==> config.mk <==
export PLATFORM = sky130hd
export DESIGN_NAME = apm_fifo
export DESIGN_NICKNAME = d
export VERILOG_FILES = /design/src/design/apm_pkg.sv /design/src/design/apm_fifo.sv
export SDC_FILE = /design/constraint.sdc
export NUM_CORES = 1
export LEC_CHECK = 0
export BUFFER_PORTS_ARGS = -buffer_cell sky130_fd_sc_hd__buf_2
export CAP_MARGIN = 20
export CORE_UTILIZATION = 47
export CTS_CLUSTER_DIAMETER = 60
export DETAILED_ROUTE_END_ITERATION = 10
export PLACE_DENSITY = 0.8
export SYNTH_ARGS = -nofsm -noshare
export SYNTH_HDL_FRONTEND = slang
export SYNTH_SLANG_ARGS = --single-unit
==> constraint.sdc <==
create_clock -name clk -period 4 [get_ports clk]
set_input_delay 0.4 -clock clk [delete_from_list [all_inputs] [get_ports clk]]
set_output_delay 0.4 -clock clk [all_outputs]
set_load 0.01 [all_outputs]
==> src/design/apm_pkg.sv <==
// apm_pkg: shared types, constants and the quarter-wave cosine table of the auto-pan modulator
`timescale 1ns / 1ps

package apm_pkg;

  localparam int TABLE_SIZE  = 1024;
  localparam int IDX_W       = $clog2(TABLE_SIZE);
  localparam int QTAB_N      = TABLE_SIZE / 4;
  localparam int QIDX_W      = IDX_W - 2;
  localparam int SAMPLE_W    = 24;
  localparam int PHASE_W     = 32;
  localparam int STEP_W      = 24;
  localparam int DEPTH_W     = 7;
  localparam int GAIN_W      = 20;
  localparam int CFG_IDX_W   = 2;
  localparam int CFG_DATA_W  = 24;
  localparam int QUEUE_DEPTH = 2;

  localparam int FRAC_W      = 16;
  localparam int COSQ_W      = FRAC_W + 1;
  localparam int COS_W       = FRAC_W + 2;
  localparam int FACT_W      = FRAC_W + 1;
  localparam int DEN_W       = 8;
  localparam int NQ_W        = DEN_W + FRAC_W;
  localparam int SCALE_DEN   = 200;
  localparam int SCALE_ROUND = SCALE_DEN / 2;
  localparam int ROUND_Q16   = 1 << (FRAC_W - 1);

  // ceil(2^32 / 200): floor(n * RECIP_200 / 2^32) == floor(n / 200) for any 24-bit n
  localparam int RECIP_SHIFT = 32;
  localparam int RECIP_W     = 25;
  localparam logic [RECIP_W-1:0] RECIP_200 =
    RECIP_W'((64'd1 << RECIP_SHIFT) / SCALE_DEN + 1);

  localparam logic [CFG_IDX_W-1:0] CFG_PHASE_STEP  = CFG_IDX_W'(0);
  localparam logic [CFG_IDX_W-1:0] CFG_DEPTH       = CFG_IDX_W'(1);
  localparam logic [CFG_IDX_W-1:0] CFG_TARGET_GAIN = CFG_IDX_W'(2);

  localparam logic [DEPTH_W-1:0] DEPTH_MAX   = DEPTH_W'(100);
  localparam logic [GAIN_W-1:0]  GAIN_RESET  = GAIN_W'(65536);

  localparam int TAYLOR_TERMS = 10;
  localparam logic [63:0] PI_Q30  = 64'd3373259426;
  localparam logic [63:0] ONE_Q30 = 64'd1 << 30;

  typedef struct packed {
    logic signed [SAMPLE_W-1:0] left_in;
    logic signed [SAMPLE_W-1:0] right_in;
    logic                       block_first;
  } apm_in_t;

  typedef struct packed {
    logic signed [SAMPLE_W-1:0] left_out;
    logic signed [SAMPLE_W-1:0] right_out;
  } apm_out_t;

  typedef struct packed {
    logic signed [SAMPLE_W-1:0] left;
    logic signed [SAMPLE_W-1:0] right;
    logic [IDX_W-1:0]           idx;
    logic [GAIN_W-1:0]          gain;
  } apm_item_t;

  typedef logic [QTAB_N-1:0][COSQ_W-1:0] cosq_tab_t;

  // cos of quarter-wave entry j in Q16, Q30 Taylor series, rounded half up
  function automatic logic [COSQ_W-1:0] cos_q16(input logic [QIDX_W-1:0] j);
    logic [63:0] u;
    logic [63:0] x;
    logic [63:0] x2;
    logic [63:0] term;
    longint      sum;
    int          k;
    u    = 64'(j) << (32 - IDX_W);
    x    = (u * PI_Q30) >> 31;
    x2   = (x * x) >> 30;
    term = ONE_Q30;
    sum  = longint'(ONE_Q30);
    for (k = 1; k <= TAYLOR_TERMS; k++) begin
      term = ((term * x2) >> 30) / 64'((2 * k - 1) * (2 * k));
      if (k[0]) begin
        sum = sum - longint'(term);
      end else begin
        sum = sum + longint'(term);
      end
    end
    if (sum < 0) begin
      sum = 0;
    end
    return COSQ_W'((64'(sum) + 64'd8192) >> 14);
  endfunction

  function automatic cosq_tab_t build_cosq_tab();
    cosq_tab_t t;
    int        j;
    for (j = 0; j < QTAB_N; j++) begin
      t[j] = cos_q16(QIDX_W'(j));
    end
    return t;
  endfunction

  localparam cosq_tab_t COSQ_TAB = build_cosq_tab();

endpackage

==> src/design/apm_fifo.sv <==
// apm_fifo: short queue of classified items between front and back end
`timescale 1ns / 1ps

module apm_fifo (
  input  logic               clk,
  input  logic               rst_n,
  input  logic               push,
  input  apm_pkg::apm_item_t push_item,
  output logic               full,
  output logic               valid,
  output apm_pkg::apm_item_t head,
  input  logic               pop
);
  import apm_pkg::*;

  localparam int PTR_W = (QUEUE_DEPTH > 1) ? $clog2(QUEUE_DEPTH) : 1;
  localparam int CNT_W = $clog2(QUEUE_DEPTH + 1);

  apm_item_t        mem_r [QUEUE_DEPTH];
  logic [PTR_W-1:0] wr_ptr_r, wr_ptr_nxt;
  logic [PTR_W-1:0] rd_ptr_r, rd_ptr_nxt;
  logic [CNT_W-1:0] cnt_r, cnt_nxt;

  function automatic logic [PTR_W-1:0] ptr_inc(input logic [PTR_W-1:0] p);
    return (p == PTR_W'(QUEUE_DEPTH - 1)) ? '0 : p + PTR_W'(1);
  endfunction

  assign full  = (cnt_r == CNT_W'(QUEUE_DEPTH));
  assign valid = (cnt_r != '0);
  assign head  = mem_r[rd_ptr_r];

  always_comb begin
    wr_ptr_nxt = wr_ptr_r;
    rd_ptr_nxt = rd_ptr_r;
    cnt_nxt    = cnt_r;
    if (push) begin
      wr_ptr_nxt = ptr_inc(wr_ptr_r);
    end
    if (pop) begin
      rd_ptr_nxt = ptr_inc(rd_ptr_r);
    end
    if (push && !pop) begin
      cnt_nxt = cnt_r + CNT_W'(1);
    end else if (pop && !push) begin
      cnt_nxt = cnt_r - CNT_W'(1);
    end
  end

  always_ff @(posedge clk) begin
    if (!rst_n) begin
      wr_ptr_r <= '0;
      rd_ptr_r <= '0;
      cnt_r    <= '0;
    end else begin
      wr_ptr_r <= wr_ptr_nxt;
      rd_ptr_r <= rd_ptr_nxt;
      cnt_r    <= cnt_nxt;
    end
  end

  always_ff @(posedge clk) begin
    if (push) begin
      mem_r[wr_ptr_r] <= push_item;
    end
  end

endmodule

; ---- Word level (Yosys, flattened, before mapping)
; Memories as Yosys holds them, arrays and structs flattened. A register that Yosys moved wholly into a read port is not among the register bits.
; Index checks and enable logic that the tools add are counted.
[word_totals]
register_bits = 4
mem_bits_rw = 156
output_inout_bits = 80
mem_count = 1
[memory_table]
columns = memory, depth, word_bits, read_ports, rd_ports_with_merged_regs, wr, line
row1 = mem_r, 2, 78, 1, 1, 1, apm_fifo.sv:19  ; apm_item_t mem_r [QUEUE_DEPTH];
[classes]
add_sub_neg = 4
eq_ne = 1
n_mux = 8
n_reduce_logical = 6
[ops]
columns = operator, count
row1 = 2-to-1 mux 1 bit, 6
row2 = 2-to-1 mux 2 bit, 2
row3 = nonzero test 2 bit, 2
row4 = "adder 1 bit, second input constant", 2
row5 = "adder 2 x 1 -> 2 bit, second input constant", 1
row6 = "== test 2 bit, second input constant", 1
row7 = logical AND 1 bit, 2
row8 = logical NOT 1 bit, 2
row9 = "subtractor 2 x 1 -> 2 bit, second input constant", 1

; ---- Depth between registers and ports, before layout
[depth]
word_depth = 4
mapped_depth = 5
depth_no_buf = 5

; ---- Least setup slack after synthesis
; OpenSTA, ideal clock, no wires.
[synth_timing]
kind = input-to-reg
start = in push
end = mem mem_r[0][0] (netlist bit), enable pin
setup_ps = 525
t_arrival_ps = 3843
required_time_ps = 3475
slack_ps = -368
path_stages = 1
cell_sequence = nor2b_1
[synth_via]
elab_chain_len = 2
[synth_rtl]
columns = item, line
row1 = start: declaration, apm_fifo.sv:7  ; input logic push,
row2 = 2-to-1 mux 1 bit, apm_fifo.sv:62  ; if (push) begin
row3 = 2-to-1 mux 1 bit (not written as such), apm_fifo.sv:63  ; mem_r[wr_ptr_r] <= push_item;
row4 = end: declaration, apm_fifo.sv:19
; Every way passes these cells.

==> results.md <==
* Status: finished clean
* Worst vdd rail ir drop at 0.352 mV
* Place WS at 1860 ps
* Synth unique cells at 17
* Setup crit start kind: register
* Worst min path class: in -> reg
* Core Region at between 0.01 and 0.015 mm^2
* Power, Total at about 4000 uW
* H-tree levels at 4
* Fillers at just under 900
* # port buffers at ~160
* Unrepaired setup endpoints after global routing: no
* CP arrival at 1970 ps
* Ant diodes at 0
* DR WL met3 at roughly 590 um
* Gate power share at 0.094
* Measured slew at the worst slew-check pin at 1050 ps
* Total GRT Usage at 0.160
* Final min period at 2370 ps
* Hold EP: mem_r[1][33]
* Flop2flop setup slack at around 2300 ps
* Ports at between 150 and 200
* Core Rows at 40
* Vias at about 3000
* Slew Limit Fails at 0
* Share of layout cells above drive strength 1 at 0.600
* Most frequent cells in the layout: buf_2, edfxtp_1, mux2_2, mux2_4, clkbuf_16
* Cts repair resizes at 0
* P per Cell Area at around 530 mW/mm^2
* Final wirelength at about 9.9 mm
* Average cell area after synthesis at roughly 22 um^2
* #FFs+latches synth at around 160
* Starting Density at 0.487
* Die width at about 110 um
* YS warnings at 0
* Final Setup Violations at 0
* Cell Int Power at 3170 uW
* RR Startpoint: wr_ptr_r
* Mapped Cells at 265
* Nets at 522
* CTS max path bufs at 2
* Initial antenna violation count at 0
* Clk root buf: clkbuf_16
* Global placement routability congestion at between 0.6 and 0.7
* CTS Hold Bufs at 0
* Tcrit/Tclk final at 0.592
* Clk pwr share at 0.407
* Reg power frac at 0.499
* Largest net degree at the start of global routing at slightly below 80
* CTS sink cnt at 161
* PnR worst setup slack at 1630 ps
* Wirelength per Cell at 16.0 um
* Sw Pwr at roughly 810 uW
* DR DRC count at 0
* Die area at between 0.01 and 0.015 mm^2
* First-pass GRT wire length at between 15 and 20 mm
* Vias per cell at 4.86
* Leakage power at 0.00287 uW
* Post-Syn Nets at about 350
* Top sig layer: met4
* F_max at around 0.42 GHz
* CP Capture Type: output port
* Worst clock skew at ~4.4 ps
* Height of the die at between 100 and 150 um
* Clock Latency Late Sink at slightly above 400 ps
* Final Hold Violating Endpoints at 0
* Commonest non-fill, non-tap cell in the layout: buf_2
* Hold-critical path depth at 1
* Post-route ant nets at 0
* Min-delay src: push_item[33]
* DR WL met2 at between 5 and 6 mm
* Max-Cap Viols at 0
* Req. time, crit path at 3600 ps
* Setup CP Type: reg -> out
* DR pass1 iterations at 4
* Setup TNS at 0 ps
* Seq/Total Area, Yosys at 0.807
* Reg2Reg Depth at 1
* Postcts setup bufs at 0
* Largest cells by area after synthesis: edfxtp_1, mux2_2, mux2_4, dfxtp_1, buf_6
* Area growth from synthesis to layout at 27.0%
* TritonCTS Buffers at 17
* Sw Ratio at 0.204
* Synthesized cell area at a little under 0.006 mm^2
* Worst slew margin at 0.297
* 1st-iter DRT viols at 96
* Vias in the first global route at between 3000 and 4000
* Hold Worst Slack at around 170 ps
* Dpl hpwl at 6.37 mm
* Clock slew at reported path FFs at roughly 60 ps
* M1 WL at about 4.0 mm
* Area leader, netlist: edfxtp_1
* Synth top area share at 0.790
* Worst R2R End: mem_r[1][66]
* CTS tree: yes
* Overflow after GRT at 0
* Worst-path maximum fanout at 40
==> stage by stage <==
step,utilization,cells,cell area [um^2]
after floorplan,-,265,5930
after global placement,0.567,587,6900
after detailed placement,0.567,587,6900
after CTS,0.617,619,7500
after global routing,0.619,620,7530
final,0.619,620,7530
==> per-layer routing <==
metal | global-route usage | up-vias
met2 | 0.272 | 108
met1 | 0.184 | 1496
met3 | 0.0524 | 12
li1 | - | 1398
met5 | 0 | -
met4 | 0.0727 | 0
==> worst max path at each step <==
stage / startpoint / to / slack [ps] / depth (start not counted)
finish: register / head[18] / 1630 / 3
floorplan: push / mem_r[0][0] / 1110 / 1
global route: register / head[63] / 1530 / 3
CTS: register / head[17] / 1400 / 2
global placement: register / head[17] / 1880 / 2
detailed placement: register / head[17] / 1860 / 2
==> final cells by class <==
class / count / area (um^2) / share of cell area
sequential: 161 / 4790 / 0.636
multi-input combinational: 94 / 1080 / 0.143
timing repair buffer: 164 / 848 / 0.113
clock buffer: 18 / 429 / 0.0570
tap: 168 / 210 / 0.0279
clock inverter: 14 / 170 / 0.0226
inverter: 1 / 3.75 / 0.000499
==> state kept, by name, summed over array words and instances (netlist names), named ones only <==
name      flops
mem_r       156
rd_ptr_r      1
cnt_r         2
wr_ptr_r      1
==> power groups by stage <==
stage,clock network [uW],registers (uW),logic (uW)
global placement,0,2040,347
detailed placement,0,2040,356
CTS,1660,2010,358
floorplan,0,2000,237
global route,1710,2000,403
finish,1620,1990,373
==> critical path, cell delays in order, from the launching register on <==
cell and delay, ps:
dfxtp_4 700, buf_16 310, mux2_2 370, buf_2 140
==> cell usage after synthesis (all sizes together) <==
master  instances
edfxtp        156
mux2           78
buf             9
dfxtp           5
and2            4
nor2b           3
xor2            2
a21boi          1
ha              1
inv             1
o21a            1
o21ai           1
or2             1
or3             1
xnor2           1
==> logic make-up (layout without fill, tap and decap cells) <==
logic type                 after synthesis  after routing  synth area share
AOI/OAI and AO/OA                        3              3           0.00338
and+or+nand+nor                          9              9           0.00950
adders and majority gates                1              1           0.00211
xor gates and xnor gates                 3              3           0.00443
DFF                                    161            161             0.807
buffers and inverters                   10            197            0.0125
muxes                                   78             78             0.161
Power figures use the tool's default switching activity.
