`config.mk`:
```
export PLATFORM = sky130hd
export DESIGN_NAME = apm_front
export DESIGN_NICKNAME = d
export VERILOG_FILES = /design/src/design/apm_pkg.sv /design/src/design/apm_front.sv
export SDC_FILE = /design/constraint.sdc
export NUM_CORES = 1
export LEC_CHECK = 0
export ABC_AREA = 1
export BUFFER_PORTS_ARGS = -buffer_cell sky130_fd_sc_hd__buf_2
export CORE_MARGIN = 2
export CORE_UTILIZATION = 50
export CTS_CLUSTER_DIAMETER = 150
export CTS_CLUSTER_SIZE = 25
export DETAILED_ROUTE_END_ITERATION = 6
export GPL_ROUTABILITY_DRIVEN = 0
export PLACE_DENSITY = 0.77
export REMOVE_ABC_BUFFERS = 1
export SETUP_SLACK_MARGIN = 0.02
export SLEW_MARGIN = 5
export SYNTH_ARGS = -nofsm -noshare
export SYNTH_HDL_FRONTEND = slang
export SYNTH_SLANG_ARGS = --single-unit
```
`constraint.sdc`:
```
create_clock -name clk -period 2 [get_ports clk]
set_input_delay 0.3 -clock clk [delete_from_list [all_inputs] [get_ports clk]]
set_output_delay 0.3 -clock clk [all_outputs]
set_load 0.01 [all_outputs]
```
`src/design/apm_pkg.sv`:
```
// apm_pkg: shared types, constants and the quarter-wave cosine table of the auto-pan modulator
`timescale 1ns / 1ps

package apm_pkg;

  localparam int TABLE_SIZE  = 1024;
  localparam int IDX_W       = $clog2(TABLE_SIZE);
  localparam int QTAB_N      = TABLE_SIZE / 4;
  localparam int QIDX_W      = IDX_W - 2;
  localparam int SAMPLE_W    = 24;
  localparam int PHASE_W     = 32;
  localparam int STEP_W      = 24;
  localparam int DEPTH_W     = 7;
  localparam int GAIN_W      = 20;
  localparam int CFG_IDX_W   = 2;
  localparam int CFG_DATA_W  = 24;
  localparam int QUEUE_DEPTH = 2;

  localparam int FRAC_W      = 16;
  localparam int COSQ_W      = FRAC_W + 1;
  localparam int COS_W       = FRAC_W + 2;
  localparam int FACT_W      = FRAC_W + 1;
  localparam int DEN_W       = 8;
  localparam int NQ_W        = DEN_W + FRAC_W;
  localparam int SCALE_DEN   = 200;
  localparam int SCALE_ROUND = SCALE_DEN / 2;
  localparam int ROUND_Q16   = 1 << (FRAC_W - 1);

  // ceil(2^32 / 200): floor(n * RECIP_200 / 2^32) == floor(n / 200) for any 24-bit n
  localparam int RECIP_SHIFT = 32;
  localparam int RECIP_W     = 25;
  localparam logic [RECIP_W-1:0] RECIP_200 =
    RECIP_W'((64'd1 << RECIP_SHIFT) / SCALE_DEN + 1);

  localparam logic [CFG_IDX_W-1:0] CFG_PHASE_STEP  = CFG_IDX_W'(0);
  localparam logic [CFG_IDX_W-1:0] CFG_DEPTH       = CFG_IDX_W'(1);
  localparam logic [CFG_IDX_W-1:0] CFG_TARGET_GAIN = CFG_IDX_W'(2);

  localparam logic [DEPTH_W-1:0] DEPTH_MAX   = DEPTH_W'(100);
  localparam logic [GAIN_W-1:0]  GAIN_RESET  = GAIN_W'(65536);

  localparam int TAYLOR_TERMS = 10;
  localparam logic [63:0] PI_Q30  = 64'd3373259426;
  localparam logic [63:0] ONE_Q30 = 64'd1 << 30;

  typedef struct packed {
    logic signed [SAMPLE_W-1:0] left_in;
    logic signed [SAMPLE_W-1:0] right_in;
    logic                       block_first;
  } apm_in_t;

  typedef struct packed {
    logic signed [SAMPLE_W-1:0] left_out;
    logic signed [SAMPLE_W-1:0] right_out;
  } apm_out_t;

  typedef struct packed {
    logic signed [SAMPLE_W-1:0] left;
    logic signed [SAMPLE_W-1:0] right;
    logic [IDX_W-1:0]           idx;
    logic [GAIN_W-1:0]          gain;
  } apm_item_t;

  typedef logic [QTAB_N-1:0][COSQ_W-1:0] cosq_tab_t;

  // cos of quarter-wave entry j in Q16, Q30 Taylor series, rounded half up
  function automatic logic [COSQ_W-1:0] cos_q16(input logic [QIDX_W-1:0] j);
    logic [63:0] u;
    logic [63:0] x;
    logic [63:0] x2;
    logic [63:0] term;
    longint      sum;
    int          k;
    u    = 64'(j) << (32 - IDX_W);
    x    = (u * PI_Q30) >> 31;
    x2   = (x * x) >> 30;
    term = ONE_Q30;
    sum  = longint'(ONE_Q30);
    for (k = 1; k <= TAYLOR_TERMS; k++) begin
      term = ((term * x2) >> 30) / 64'((2 * k - 1) * (2 * k));
      if (k[0]) begin
        sum = sum - longint'(term);
      end else begin
        sum = sum + longint'(term);
      end
    end
    if (sum < 0) begin
      sum = 0;
    end
    return COSQ_W'((64'(sum) + 64'd8192) >> 14);
  endfunction

  function automatic cosq_tab_t build_cosq_tab();
    cosq_tab_t t;
    int        j;
    for (j = 0; j < QTAB_N; j++) begin
      t[j] = cos_q16(QIDX_W'(j));
    end
    return t;
  endfunction

  localparam cosq_tab_t COSQ_TAB = build_cosq_tab();

endpackage

```
`src/design/apm_front.sv`:
```
// apm_front: config registers, phase accumulator and gain smoothing; classifies each transfer
`timescale 1ns / 1ps

module apm_front (
  input  logic                                clk,
  input  logic                                rst_n,
  input  logic                                in_valid,
  output logic                                in_stall,
  input  apm_pkg::apm_in_t                    in_data,
  input  logic                                cfg_we,
  input  logic [apm_pkg::CFG_IDX_W-1:0]       cfg_index,
  input  logic [apm_pkg::CFG_DATA_W-1:0]      cfg_data,
  input  logic                                q_full,
  output logic                                q_push,
  output apm_pkg::apm_item_t                  q_item,
  output logic [apm_pkg::DEPTH_W-1:0]         depth
);
  import apm_pkg::*;

  logic [PHASE_W-1:0] phase_r, phase_nxt;
  logic [GAIN_W-1:0]  sg_r, sg_nxt;
  logic [STEP_W-1:0]  step_r;
  logic [DEPTH_W-1:0] depth_r;
  logic [GAIN_W-1:0]  tgain_r;
  logic [GAIN_W:0]    gain_sum;
  logic               accept;

  assign in_stall = q_full;
  assign accept   = in_valid && !q_full;
  assign gain_sum = {1'b0, sg_r} + {1'b0, tgain_r};

  always_comb begin
    sg_nxt    = sg_r;
    phase_nxt = phase_r;
    if (accept) begin
      if (in_data.block_first) begin
        sg_nxt = gain_sum[GAIN_W:1];
      end
      phase_nxt = phase_r + PHASE_W'(step_r);
    end
  end

  assign q_push       = accept;
  assign q_item.left  = in_data.left_in;
  assign q_item.right = in_data.right_in;
  assign q_item.idx   = phase_r[PHASE_W-1 -: IDX_W];
  assign q_item.gain  = sg_nxt;
  assign depth        = depth_r;

  always_ff @(posedge clk) begin
    if (!rst_n) begin
      phase_r <= '0;
      sg_r    <= '0;
      step_r  <= '0;
      depth_r <= '0;
      tgain_r <= GAIN_RESET;
    end else begin
      phase_r <= phase_nxt;
      sg_r    <= sg_nxt;
      if (cfg_we) begin
        case (cfg_index)
          CFG_PHASE_STEP:  step_r  <= cfg_data[STEP_W-1:0];
          CFG_DEPTH: begin
            depth_r <= (cfg_data[DEPTH_W-1:0] > DEPTH_MAX) ? DEPTH_MAX
                                                           : cfg_data[DEPTH_W-1:0];
          end
          CFG_TARGET_GAIN: tgain_r <= cfg_data[GAIN_W-1:0];
          default: ;
        endcase
      end
    end
  end

endmodule

```
* Word level (Yosys, flattened, before mapping)
Index checks and enable logic that the tools add are counted.
** Word-level totals
- Bits of input ports :: 80
- Output and inout port bits :: 87
- Flip-flop bits (word level) :: 103
- Logic and storage cells :: 19
** Cells by class
- Eq/ne operators :: 2
- Add/subtract/negate cells :: 2
- Reduce and logical (&&, ||, !) cells :: 6
- Mux-type cells :: 3
- $lt $le $gt $ge :: 1
** Operators by type and width (number)
- 2-to-1 mux 20 bit :: 2
- adder 32 x 24 -> 32 bit :: 1
- adder 20 x 20 -> 21 bit :: 1
- > comparator 7 bit, second input constant :: 1
- 2-to-1 mux 7 bit :: 1
- AND reduction 2 bit :: 3
- == test 2 x 1 -> 1 bit, second input constant :: 1
- == test 2 bit, second input constant :: 1
- logical NOT 2 bit :: 1
- logical AND 1 bit :: 1
- logical NOT 1 bit :: 1

* Logic depth before layout (Yosys ltp)
- Depth after elaboration :: 3
- Mapped depth :: 14
- Depth with buffers taken out :: 14

* Worst setup path after synthesis
Ideal clock, no wire load.
- Path kind :: register to output
- From :: register sg_r[0]
- To :: output port q_item[3] (netlist name)
- Data required time :: 1700 ps
- Stages on the path, launching flop included :: 10
- Buffers on the path :: 0
- Slack :: 65 ps
- Data arrival time :: 1635 ps
- Cells stage by stage :: dfxtp_1 -> nand2_1 -> inv_1 -> fa_1 -> nand3_1 -> nand3_1 -> xor2_1 -> or2_2 -> o21ai_0 -> inv_1
** RTL lines
- from (decl) :: RTL line apm_front.sv:21 : logic [GAIN_W-1:0] sg_r, sg_nxt;
- from (signal assigned) :: RTL line apm_front.sv:59 : sg_r <= sg_nxt;
- to (decl) :: RTL line apm_front.sv:15 : output apm_pkg::apm_item_t q_item,

==> impl_metrics.toml <==
[run_status]
status = "complete, but fails checks"
failed_checks = "negative setup slack"

[timing]
holdWs_ns = 0.148
tightest_slew_ns = 0.769
min_period_ns = 2.41
setup_tns_ns = -5.77
relSlewSlack = 0.487
hold_violations = 0
setup_violations = 19
fin_skew_ns = 0.00854
period_share = 1.21
fin_ws_ns = -0.413
slew_viol_final = 0
grt_setup_unrepaired = "yes"
max_freq_ghz = 0.414

[worst_setup_path]
path_class = "reg -> out"
cp_max_fo = 3
endpoint_kind = "output pin"
path_cells = "buf_6 > ha_4 > nand2_4 > o21ai_4 > nand2_1 > nand2_2 > nand2_1 > nand2_1 > nand2_1 > nand3_1 > nand2_1 > inv_1 > buf_2"
cp-start-kind = "flop"
cpMostUsedCell = "nand2_1"
cpPeakStageDelay_ns = 0.35
r2r_slack_ns = 0.05
cp_slowest_cell = "dfxtp_2"
r2r-start = "phase_r[7]"
reg2regPathDepth = 10
cp.arrival_ns = 2.11
critPathRequiredTime_ns = 1.70
r2r_end = "phase_r[10]"
path_buf_inv = 3
cp_top_family = "simple AND/OR/NAND/NOR gates"

[die]
io_pins = 167
core_um2 = 15100
initial_core_util = 0.508
dieArea_um2 = 16300
die_height_um = 128
core.rowCount = 45
fp.dieW_um = 128

[cts]
clk_path_buf_depth = 2
insertion_delay_ns = 0.37
clockRootBuffer = "clkbuf_16"
cts_tree = "done"
htreeDepth = 3
numCtsBuffers = 9
clock_sink_count = 103
clk_transition_reported_paths_ns = 0.08

[logic_synthesis]
syn_inst = 1239
synth-simple-area-share = 0.368
synth_fa_ha_area_frac = 0.0754
ys_seq_area_frac = 0.269
synth-seq-cells = 103
yosys_warnings = 0
synth_xor_xnor_area_share = 0.0217
synth_mux_area_frac = 0
yosysUniqueCellTypes = 39
synth-compound-area-share = 0.0986
synth_flop_cell = "dfxtp_1"
synth_top_family_by_area = "simple AND/OR/NAND/NOR gates"
async_reset_ff_frac = 0
synth_edf_count = 0
synth_area_um2 = 7660
avgSynthCellArea_um2 = 6.19

[route]
drt_iter0_drc = 604
drcViolationCount = 0
routed-via-count = 7714
drt_pass1_iterations = 5
totalWireLength_mm = 22.9
wire_per_inst_um = 15.5
avgViaCountPerCell = 5.21
drtAntennaViolNets = 0

[finish]
mostFrequentLayoutCells = "nand2_1 (288), inv_1 (176), nor2_1 (158)"
fin_area_um2 = 9100
nets = 1412
finish.utilization = 0.603
final_common_cell = "nand2_1"
nFillCells = 1390
drive_gt1_frac = 0.273
syn_to_final_growth_pct = 18.7

[worst_hold_path]
hold_end = "tgain_r[16]"
min_from = "cfg_data[16]"
worstHoldPathType = "in -> reg"
hold_depth = 3

[power]
power_frac_clock = 0.358
seqPwrFrac = 0.450
p_leak_nw = 4.93
peakVddDrop_v = 0.000431
power_density_nw_per_um2 = 546
p_int_w = 0.00344
power.switching_w = 0.00153
pwr-share-comb = 0.192
p_sw_frac = 0.308

[job]
max_cap_violations = 0

[global_routing]
grt_max_degree = 57
antenna_found_initial = 1
grt.total_usage = 0.277
grt_pass1_vias = 7312
grt_first_pass_wirelength_mm = 35.8
overflow = 0

[place]
dpl_cell_area_um2 = 8050
io_buffers = 70
hpwl_mm = 16.1
==> power groups by stage <==
stage | clock network, W | logic (W) | registers (W)
floorplan | 0 | 0.000532 | 0.00224
global placement | 0 | 0.000818 | 0.00225
detailed placement | 0 | 0.000834 | 0.00225
CTS | 0.00181 | 0.000905 | 0.00222
global route | 0.00188 | 0.00106 | 0.00224
finish | 0.00177 | 0.000955 | 0.00223
==> worst register-to-register path, stage by stage, from the launching register on <==
cell,delay (ns)
dfxtp_1,0.32
ha_1,0.36
nand2_1,0.09
nand2_1,0.06
nand2_1,0.06
nand2_1,0.11
nand3b_1,0.32
buf_4,0.21
xor2_1,0.13
o21ai_0,0.15
inv_1,0.05
==> layer usage <==
layer	GRT usage	vias to the layer above	part of all wire
met5	0.0557	-	0.0051
li1	-	3876	-
met2	0.444	313	0.45
met4	0.0924	4	0.024
met1	0.336	3479	0.43
met3	0.111	42	0.089
==> layout make-up <==
class | count | area [µm²] | share of cell area
Antenna cell | 1 | 2.50 | 0.000275
Inverter | 188 | 706 | 0.0776
Multi-Input combinational cell | 859 | 4950 | 0.544
Sequential cell | 103 | 2100 | 0.231
Clock inverter | 7 | 67.6 | 0.00743
Timing Repair Buffer | 126 | 811 | 0.0891
Tap cell | 188 | 235 | 0.0259
Clock buffer | 9 | 225 | 0.0248
==> synthesized netlist by cell type (17+ instances only) <==
cell | count | area share
o21ai_0 | 54 | 0.035
inv_1 | 183 | 0.090
dfxtp_1 | 103 | 0.27
nor2_1 | 164 | 0.080
clkbuf_1 | 17 | 0.0083
nand2_2 | 23 | 0.019
nand2_1 | 324 | 0.16
a21oi_1 | 63 | 0.041
buf_4 | 59 | 0.058
ha_1 | 43 | 0.070
nand3_1 | 77 | 0.050
==> how the worst max path moves through the flow <==
stage                     startpoint    endpoint  slack [ns]  depth (start not counted)
after floorplan             in_valid   q_item[0]       -0.38                          7
after global placement       sg_r[0]   q_item[5]       -0.08                         11
after detailed placement  tgain_r[0]   q_item[5]       -0.13                         11
after CTS                    sg_r[1]   q_item[6]       -0.32                         10
after global routing         sg_r[0]  q_item[19]       -0.47                         14
final                        sg_r[1]  q_item[10]       -0.41                         13
==> timing repair <==
| item | 4_1_cts | 5_1_grt |
|---|---|---|
| buffers inserted | 8 | 3 |
| hold buffers | 0 | 0 |
| setup endpoints to repair | 20 | 29 |
| resized for setup | 106 | 58 |
| pin swaps | 25 | 19 |
| cloned | 0 | 0 |
==> kinds of logic after synthesis <==
logic type                 count (synthesis)
adders and majority gates                 45
DFF                                      103
xor gates and xnor gates                  19
and+or+nand+nor                          656
buffers and inverters                    277
AOI/OAI and AO/OA                        139
==> registers in the layout (all words and copies together), names as in the netlist <==
name / flops
phase_r: 32
depth: 7
step_r: 24
tgain_r: 20
sg_r: 20
==> stage by stage <==
| step | instances | total power [W] | worst slack, ns |
|---|---|---|---|
| after CTS | 1477 | 0.00494 | -0.322 |
| after global placement | 1454 | 0.00307 | -0.0846 |
| final | 1481 | 0.00496 | -0.413 |
| after floorplan | 1150 | 0.00277 | -0.380 |
| after detailed placement | 1454 | 0.00309 | -0.129 |
| after global routing | 1481 | 0.00519 | -0.475 |
No activity file was read; power rests on OpenSTA's default activity.
